===== config.mk =====
export PLATFORM = sky130hd
export DESIGN_NAME = cau_front
export DESIGN_NICKNAME = d
export VERILOG_FILES = /design/src/rtl/cau_pkg.sv /design/src/rtl/cau_front.sv
export SDC_FILE = /design/constraint.sdc
export NUM_CORES = 1
export LEC_CHECK = 0
export BUFFER_PORTS_ARGS = -buffer_cell sky130_fd_sc_hd__buf_2
export CAP_MARGIN = 10
export CORE_MARGIN = 2
export CORE_UTILIZATION = 52
export DETAILED_ROUTE_END_ITERATION = 7
export PLACE_DENSITY = 0.86
export SYNTH_ARGS = -nofsm -noshare
export SYNTH_HDL_FRONTEND = slang
export SYNTH_SLANG_ARGS = --single-unit

===== constraint.sdc =====
create_clock -name clk -period 9.41 [get_ports clk]
set_clock_uncertainty 0.05 [all_clocks]
set_input_delay 1.882 -clock clk [delete_from_list [all_inputs] [get_ports clk]]
set_output_delay 1.882 -clock clk [all_outputs]
set_load 0.05 [all_outputs]

===== src/rtl/cau_pkg.sv =====
// Package for the complex arithmetic unit: action codes and the queue word type.
// No dependencies.
`default_nettype none
package cau_pkg;
	localparam logic [2:0] ACT_ADD = 3'd0;
	localparam logic [2:0] ACT_SUB = 3'd1;
	localparam logic [2:0] ACT_MUL = 3'd2;
	localparam logic [2:0] ACT_DIV = 3'd3;
	localparam logic [2:0] ACT_MAG = 3'd4;
	localparam logic [2:0] ACT_CONJ = 3'd5;
	localparam logic [2:0] ACT_NEG = 3'd6;
	localparam logic [2:0] ACT_EQ = 3'd7;

	// One classified word as it travels from the front to the back.
	typedef struct packed {
		logic [2:0] action;
		logic [31:0] a_re;
		logic [31:0] a_im;
		logic [31:0] b_re;
		logic [31:0] b_im;
	} cau_word_t;
endpackage
`default_nettype wire


===== src/rtl/cau_front.sv =====
// Front end: accepts input words and places them in a two-entry queue.
// Depends on cau_pkg.
`default_nettype none
module cau_front (
	input wire logic clk,
	input wire logic arst_n,
	input wire logic in_valid,
	output logic in_ready,
	input wire cau_pkg::cau_word_t in_word,
	output logic q_valid,
	input wire logic q_ready,
	output cau_pkg::cau_word_t q_word
);
	cau_pkg::cau_word_t mem_q [2];
	logic wp_q, rp_q;
	logic [1:0] cnt_q;
	logic push, pop;

	assign in_ready = (cnt_q != 2'd2);
	assign q_valid = (cnt_q != 2'd0);
	assign q_word = mem_q[rp_q];
	assign push = in_valid && in_ready;
	assign pop = q_valid && q_ready;

	always_ff @(posedge clk) begin
		if (push) mem_q[wp_q] <= in_word;
	end

	always_ff @(posedge clk or negedge arst_n) begin
		if (!arst_n) begin
			wp_q <= 1'b0;
			rp_q <= 1'b0;
			cnt_q <= 2'd0;
		end else begin
			if (push) wp_q <= ~wp_q;
			if (pop) rp_q <= ~rp_q;
			cnt_q <= cnt_q + {1'b0, push} - {1'b0, pop};
		end
	end
endmodule
`default_nettype wire


==> results.sh, run 1 <==
export IMPL_status="finished, final reports clean"
export IMPL_vdd_drop_max_mv=0.282
export IMPL_area_growth_pct=23.9
export IMPL_grt_max_degree=77
export IMPL_cts_resized=0
export IMPL_endpoint_kind="output port"
export IMPL_synth_top_area_cell="edfxtp_1"
export IMPL_start_kind="flip-flop"
export IMPL_cp_arrival_ps=3260
export IMPL_ys_ff_latch=266
export IMPL_cts_clk_slew_worst_paths_ps=60
export IMPL_min_path_cells=1
export IMPL_hold_violations=0
export IMPL_die_width_um=143
export IMPL_max_freq_mhz=193
export IMPL_grt_pass1_vias=5016
export IMPL_utilization_pct=65.9
export IMPL_r2r_start="cnt_q[1]"
export IMPL_layout_drive_gt1_share_pct=60.6
export IMPL_slew_headroom_pct=22.7
export IMPL_io_pins=268
export IMPL_fillers=1239
export IMPL_drc=0
export IMPL_setup_viol=0
export IMPL_crit_type="flip-flop to output port"
export IMPL_dp_hpwl_um=12200
export IMPL_synth_common_cells="edfxtp_1, mux2_4, mux2_2"
export IMPL_timing_final_crit_share_pct=55.1
export IMPL_rows=50
export IMPL_wire_per_inst_um=18.7
export IMPL_reg2reg_depth=3
export IMPL_period_needed_ps=5190
export IMPL_synthFlopType="edfxtp_1"
export IMPL_critPathLaunch="rp_q"
export IMPL_fin_nets=846
export IMPL_crit_path_max_fanout=76
export IMPL_chipHeight_um=143
export IMPL_power_density_nw_per_um2=379
export IMPL_fp_coreArea_um2=18800
export IMPL_synth_seq_area_share_pct=79.8
export IMPL_tightest_slew_ps=1160
export IMPL_start_util_pct=53.2
export IMPL_worstSkewPairLatency_ps=510
export IMPL_drtAntennaViolNets=0
export IMPL_total_power_mw=4.69
export IMPL_fin_tns_setup_ps=0
export IMPL_final_cell_area_um2=12400
export IMPL_cts_setup_buffers=0
export IMPL_syn_nets=562
export IMPL_ys_warn_count=0
export IMPL_gp_congestion=0.770
export IMPL_synthMostInstantiatedCell="edfxtp_1"
export IMPL_synth_edf_count=262
export IMPL_r2r_end="mem_q[1][22]"
export IMPL_h_tree_depth=1
export IMPL_hold_path_end="cnt_q[0]"
export IMPL_grtUsageTotal_pct=17.0
export IMPL_crit_path_top_delay_cell="dfrtp_4"
export IMPL_hold_start="cnt_q[0]"
export IMPL_place_area_um2=11500
export IMPL_avgSynthCellArea_um2=23.5
export IMPL_reg2reg_slack_ps=6690
export IMPL_grt_pass1_wl_um=26600
export IMPL_dr_pass1_iters=4
export IMPL_p_leak_nw=4.86
export IMPL_initialDrtViolationCount=242
export IMPL_yosys_top_cells_area="edfxtp_1, mux2_4, mux2_2"
export IMPL_via_per_inst=5.12
export IMPL_grt_ovfl_total=0
export IMPL_antenna_found_initial=3
export IMPL_crit_path_cell_trace="buf_4, mux2_4, buf_2"
export IMPL_cp_required_ps=7480
export IMPL_holdBufCountCts=0
export IMPL_cts_root_buffer="clkbuf_16"
export IMPL_wirelength_um=18000
export IMPL_critPathMaxStageDelay_ps=1170
export IMPL_postSynthCellCount=425
export IMPL_clockBufferDepth=3
export IMPL_cts_num_sinks=266
export IMPL_slew_violations=0
export IMPL_tritoncts="yes"
export IMPL_synthArstFlopShare_pct=1.50
export IMPL_dr_total_vias=4931
export IMPL_grt_setup_unrepaired="no"
export IMPL_die_area_um2=20300
export IMPL_hold_worst_slack_ps=499
export IMPL_netlist_area_um2=9980
export IMPL_drv_cap=0
export IMPL_numPortBuffers=267
export IMPL_yosysTopAreaCellShare_pct=78.8
export IMPL_min_path_type="flip-flop to flip-flop"
export IMPL_numCtsBuffers=26
export IMPL_yosys_cell_types_count=17
## worst max-delay path: cells and delay by family, from the launching register on
family,cells,cell delay [ps]
multiplexers,1,370
flip-flops,1,1170
buffers and inverters,2,1120
## cell type report
type	instances	area [um2]	area share, %
Clock inverter	18	160	1.30
Timing Repair Buffer	271	1370	11.1
Inverter	1	3.75	0.0304
Clock buffer	30	687	5.56
Sequential cell	266	7970	64.5
Tap cell	234	293	2.37
Antenna cell	1	2.50	0.0202
Multi-Input combinational cell	143	1880	15.2
## metal layers
metal,wire [um],GRT usage [%],part of all wire (%),vias to the layer above
li1,-,-,-,2264
met1,6810,19.8,38,2416
met2,9400,30.5,52,216
met3,1440,5.15,8.0,33
met4,388,4.95,2.1,2
met5,13,0,0.072,-
## state kept, by name, indices dropped and copies added (netlist names)
name and cells:
rp_q 1, cnt_q 2, wp_q 1, mem_q 262
## how the worst max path moves through the flow
stage	depth (start not counted)	endpoint	slack (ps)
after floorplan	2	mem_q[0][0]	1290
after global placement	3	q_word[109]	4820
after detailed placement	3	q_word[108]	4740
after CTS	3	q_word[115]	4160
after global routing	3	q_word[115]	4040
final	3	q_word[115]	4220
## report_power, final
group | switching [mW] | internal (mW)
sequential | 0.138 | 1.62
clock | 0.402 | 0.603
combinational | 1.33 | 0.587
## per-stage QoR
step | instances | setup slack, ps
final | 964 | 4220
after global routing | 964 | 4040
after CTS | 963 | 4160
after detailed placement | 915 | 4740
after global placement | 915 | 4820
after floorplan | 425 | 1290
## placed cells by master (no fill, tap or decap), types with 4 or more instances in the layout
master	n
mux2_2	51
clkbuf_16	27
clkinv_1	9
buf_4	4
buf_2	267
edfxtp_1	262
mux2_4	80
clkinv_2	4
## cell families after synthesis
family                   Yosys count  share of synthesized area, %
adder cells (fa/ha/maj)            2                         0.251
multiplexers                     131                          17.8
AND/OR/NAND/NOR                    6                         0.326
XOR/XNOR                           4                         0.351
flip-flops                       266                          79.8
buffers and inverters             16                          1.45
Power figures use the tool's default switching activity.
==> inputs of run 2 (changes only) <==
- clock period: 9.41 -> 5.35 ns (I/O delays scaled with it)
==> results.sh, run 2 (same netlist as run 1, synthesis figures left out) <==
export IMPL_tritoncts="yes"
export IMPL_grt_pass1_vias=5227
export IMPL_wire_per_inst_um=19.4
export IMPL_crit_path_cell_trace="buf_4, mux2_2, buf_2"
export IMPL_drc=0
export IMPL_rows=50
export IMPL_initialDrtViolationCount=226
export IMPL_cts_clk_slew_worst_paths_ps=70
export IMPL_io_pins=268
export IMPL_place_area_um2=11600
export IMPL_dp_cells=917
export IMPL_final_cell_mix="buf_2, edfxtp_1, mux2_4"
export IMPL_fin_nets=848
export IMPL_p_sw_share_pct=40.2
export IMPL_die_width_um=143
export IMPL_top_register="mem_q"
export IMPL_dr_total_vias=4994
export IMPL_largest_register_ffs=262
export IMPL_via_per_inst=5.16
export IMPL_p_seq_share_pct=36.2
export IMPL_power_internal_mw=4.95
export IMPL_fin_tns_setup_ps=0
export IMPL_numPortBuffers=267
export IMPL_r2r_end="mem_q[1][101]"
export IMPL_status="finished, final reports clean"
export IMPL_chipHeight_um=143
export IMPL_cp_required_ps=4230
export IMPL_dr_pass1_iters=7
export IMPL_cts_root_buffer="clkbuf_16"
export IMPL_timing_final_crit_share_pct=65.6
export IMPL_slew_violations=0
export IMPL_crit_path_max_fanout=47
export IMPL_layout_cells_non_filler=967
export IMPL_start_util_pct=53.2
export IMPL_start_kind="flip-flop"
export IMPL_critPathMaxStageDelay_ps=620
export IMPL_grt_pass1_wl_um=27300
export IMPL_worstSkewPairLatency_ps=520
export IMPL_top_regs="mem_q x262, cnt_q x2"
export IMPL_holdBufCountCts=0
export IMPL_cts_resized=0
export IMPL_min_path_type="input port to async pin"
export IMPL_final_cell_area_um2=12400
export IMPL_cts_num_sinks=266
export IMPL_crit_path_top_delay_cell="buf_4"
export IMPL_tightest_slew_ps=916
export IMPL_grt_ovfl_total=0
export IMPL_dp_hpwl_um=12700
export IMPL_slew_headroom_pct=39.0
export IMPL_final_common_cell="buf_2"
export IMPL_reg2reg_depth=3
export IMPL_grt_max_degree=71
export IMPL_antenna_found_initial=3
export IMPL_gp_congestion=0.754
export IMPL_drtAntennaViolNets=0
export IMPL_drv_cap=0
export IMPL_setup_viol=0
export IMPL_p_leak_nw=4.89
export IMPL_wirelength_um=18800
export IMPL_hold_violations=0
export IMPL_switchingPower_mw=3.32
export IMPL_h_tree_depth=1
export IMPL_p_clk_share_pct=21.5
export IMPL_area_growth_pct=24.4
export IMPL_grt_setup_unrepaired="no"
export IMPL_r2r_start="cnt_q[1]"
export IMPL_reg2reg_slack_ps=3080
export IMPL_p_comb_share_pct=42.3
export IMPL_die_area_um2=20300
export IMPL_crit_type="flip-flop to output port"
export IMPL_fp_coreArea_um2=18800
export IMPL_layout_drive_gt1_share_pct=60.7
export IMPL_period_needed_ps=3510
export IMPL_grtUsageTotal_pct=17.5
export IMPL_power_density_nw_per_um2=667
export IMPL_clockBufferDepth=3
export IMPL_numCtsBuffers=26
export IMPL_endpoint_kind="output port"
export IMPL_cts_setup_buffers=0
export IMPL_max_freq_mhz=285
export IMPL_cp_arrival_ps=2390
export IMPL_vdd_drop_max_mv=0.450
[run 2: cell types whose count changed in the layout (fill, tap and decap cells not counted), moves of 3 or more]
cell      delta
buf_12       +3
clkbuf_8     +3
clkbuf_1     +3
clkinv_1     -3
[run 2: power groups by stage]
stage / Clock, mW / Sequential, mW / Combinational, mW
detailed placement: 0 / 3.04 / 3.53
CTS: 1.82 / 3.00 / 3.54
floorplan: 0 / 3.03 / 2.92
finish: 1.78 / 2.99 / 3.50
global placement: 0 / 3.01 / 3.46
global route: 1.90 / 3.03 / 3.64
[run 2: how the worst max path moves through the flow]
stage,startpoint,to,slack (ps)
2_1_floorplan,in_valid,mem_q[0][0],260
3_3_place_gp,rp_q,q_word[31],2450
3_5_place_dp,rp_q,q_word[8],2390
4_1_cts,rp_q,q_word[130],1820
5_1_grt,rp_q,q_word[39],1730
6_report,rp_q,q_word[39],1840
[run 2: stage by stage]
step / power [mW] / util [%] / hold slack, ps / setup slack, ps
floorplan: 5.95 / - / 429 / 259
global placement: 6.47 / 61.6 / 445 / 2450
detailed placement: 6.57 / 61.6 / 458 / 2390
CTS: 8.36 / 66.1 / 269 / 1820
global route: 8.57 / 66.1 / 271 / 1730
finish: 8.28 / 66.1 / 293 / 1840
[run 2: final cells by class]
class	instances	area, um2
Sequential cell	266	7970
Fill cell	1223	6350
Timing Repair Buffer	273	1420
Clock inverter	12	103
Tap cell	234	293
Multi-Input combinational cell	143	1880
Antenna cell	2	5.00
Inverter	1	3.75
Clock buffer	36	739
[run 2: critical path, delay by kind of cell, from the launching register on]
kind | cells | cell delay, ps
buffers and inverters | 2 | 830
flip-flops | 1 | 570
multiplexers | 1 | 430
[run 2: routing by layer]
| metal | global-route usage (%) | vias up | share of wire [%] |
|---|---|---|---|
| met1 | 20.3 | 2457 | 38 |
| met3 | 5.18 | 33 | 8.6 |
| met4 | 5.11 | 2 | 2.2 |
| met2 | 31.5 | 229 | 51 |
| li1 | - | 2273 | - |
| met5 | 0 | - | 0.069 |
==> inputs of run 3 (changes only) <==
- CORE_UTILIZATION: 52 -> 47
- PLACE_DENSITY: 0.86 -> 0.82
- clock period: 5.35 -> 3 ns (I/O delays scaled with it)
==> results.sh, run 3 (same netlist as run 1, synthesis figures left out) <==
export IMPL_cp_arrival_ps=2140
export IMPL_h_tree_depth=1
export IMPL_fin_nets=854
export IMPL_antenna_found_initial=5
export IMPL_io_pins=268
export IMPL_cts_resized=0
export IMPL_wirelength_um=18200
export IMPL_total_power_mw=15.0
export IMPL_dr_total_vias=4970
export IMPL_cts_num_sinks=266
export IMPL_crit_path_top_delay_cell="dfrtp_4"
export IMPL_cp_required_ps=2350
export IMPL_drv_cap=0
export IMPL_slew_headroom_pct=60.4
export IMPL_p_clk_share_pct=22.1
export IMPL_p_sw_share_pct=39.7
export IMPL_crit_path_max_fanout=40
export IMPL_holdBufCountCts=1
export IMPL_vdd_drop_max_mv=0.703
export IMPL_setup_viol=0
export IMPL_final_common_cell="buf_2"
export IMPL_cts_root_buffer="clkbuf_16"
export IMPL_hold_violations=0
export IMPL_p_seq_share_pct=35.7
export IMPL_pre_cts_slack_ps=710
export IMPL_dp_hpwl_um=12200
export IMPL_die_width_um=150
export IMPL_final_cell_mix="buf_2, edfxtp_1, mux2_4"
export IMPL_status="finished, final reports clean"
export IMPL_wire_per_inst_um=18.0
export IMPL_start_util_pct=47.6
export IMPL_fp_coreArea_um2=21000
export IMPL_critPathMaxStageDelay_ps=670
export IMPL_tightest_slew_ps=594
export IMPL_chipHeight_um=150
export IMPL_rows=53
export IMPL_utilization_pct=60.2
export IMPL_cts_clk_slew_worst_paths_ps=60
export IMPL_largest_register_ffs=262
export IMPL_path_delay_family="flip-flops"
export IMPL_via_per_inst=4.90
export IMPL_numPortBuffers=267
export IMPL_grt_ovfl_total=0
export IMPL_die_area_um2=22400
export IMPL_crit_path_cell_trace="buf_12, mux2_2, buf_2"
export IMPL_min_path_type="input port to flip-flop"
export IMPL_final_cell_area_um2=12600
export IMPL_power_density_nw_per_um2=1190
export IMPL_hold_worst_slack_ps=208
export IMPL_endpoint_kind="output port"
export IMPL_dr_pass1_iters=4
export IMPL_worstSkewPairLatency_ps=530
export IMPL_initialDrtViolationCount=182
export IMPL_grt_pass1_vias=5221
export IMPL_setup_slack_ps=210
export IMPL_gp_congestion=0.743
export IMPL_top_regs="mem_q x262, cnt_q x2"
export IMPL_period_needed_ps=2790
export IMPL_slew_violations=0
export IMPL_start_kind="flip-flop"
export IMPL_numCtsBuffers=27
export IMPL_p_leak_nw=4.95
export IMPL_drc=0
export IMPL_grtUsageTotal_pct=15.3
export IMPL_timing_final_crit_share_pct=93.0
export IMPL_crit_type="flip-flop to output port"
export IMPL_clockBufferDepth=3
export IMPL_cts_setup_buffers=0
export IMPL_area_growth_pct=26.4
export IMPL_grt_pass1_wl_um=26600
export IMPL_tritoncts="yes"
export IMPL_grt_setup_unrepaired="no"
export IMPL_drtAntennaViolNets=0
export IMPL_layout_drive_gt1_share_pct=61.0
export IMPL_top_register="mem_q"
export IMPL_place_area_um2=11700
export IMPL_switchingPower_mw=5.95
export IMPL_p_comb_share_pct=42.2
export IMPL_max_freq_mhz=358
export IMPL_grt_max_degree=89
export IMPL_power_internal_mw=9.06
export IMPL_crit_buf_inv=2
==> run 3: stage by stage <==
| step | setup TNS [ps] | cells |
|---|---|---|
| floorplan | -13410 | 425 |
| global placement | 0 | 962 |
| detailed placement | 0 | 962 |
| CTS | 0 | 1013 |
| global route | 0 | 1014 |
| finish | 0 | 1015 |
==> run 3: layout make-up <==
type / count / area, um2
repair buffers: 278 / 1510
clock buffers: 37 / 723
diodes: 2 / 5.00
flip-flops and latches: 266 / 7970
well taps: 275 / 344
clock inverters: 13 / 163
inverters: 1 / 3.75
multi-input cells: 143 / 1900
fillers: 1563 / 8340
==> run 3: worst reg2reg max path: stages, from the launching register on <==
cell and delay, ps:
dfrtp_1 420, or2_2 330, and2_1 200, ha_1 290
inv_1 40, ha_1 170, xnor2_1 180, xnor2_1 140
==> run 3: final timing paths <==
check                      cells past startpoint  slack, ps         from            to
min in group asynchronous                      2        370       arst_n          wp_q
min reg2reg                                    1        480     cnt_q[0]      cnt_q[0]
max                                            3        210         rp_q     q_word[0]
min                                            1        210  in_word[18]  mem_q[0][18]
max in group asynchronous                      2       2380       arst_n          rp_q
max reg2reg                                    7       1110     cnt_q[1]      cnt_q[1]
==> run 3: power groups by stage <==
stage	clock, mW	combinational [mW]	sequential, mW
global route	3.55	6.62	5.43
CTS	3.42	6.41	5.37
global placement	0	6.35	5.40
detailed placement	0	6.39	5.44
finish	3.32	6.34	5.35
floorplan	0	5.23	5.34
==> run 3: metal layers <==
layer	part of all wire, %	track usage, %	vias to the layer above	wire (um)
li1	-	-	2284	-
met1	38	17.8	2454	6910
met2	51	27.2	194	9380
met3	8.8	5.24	32	1610
met4	1.7	4.10	6	310
met5	0.22	0	-	41
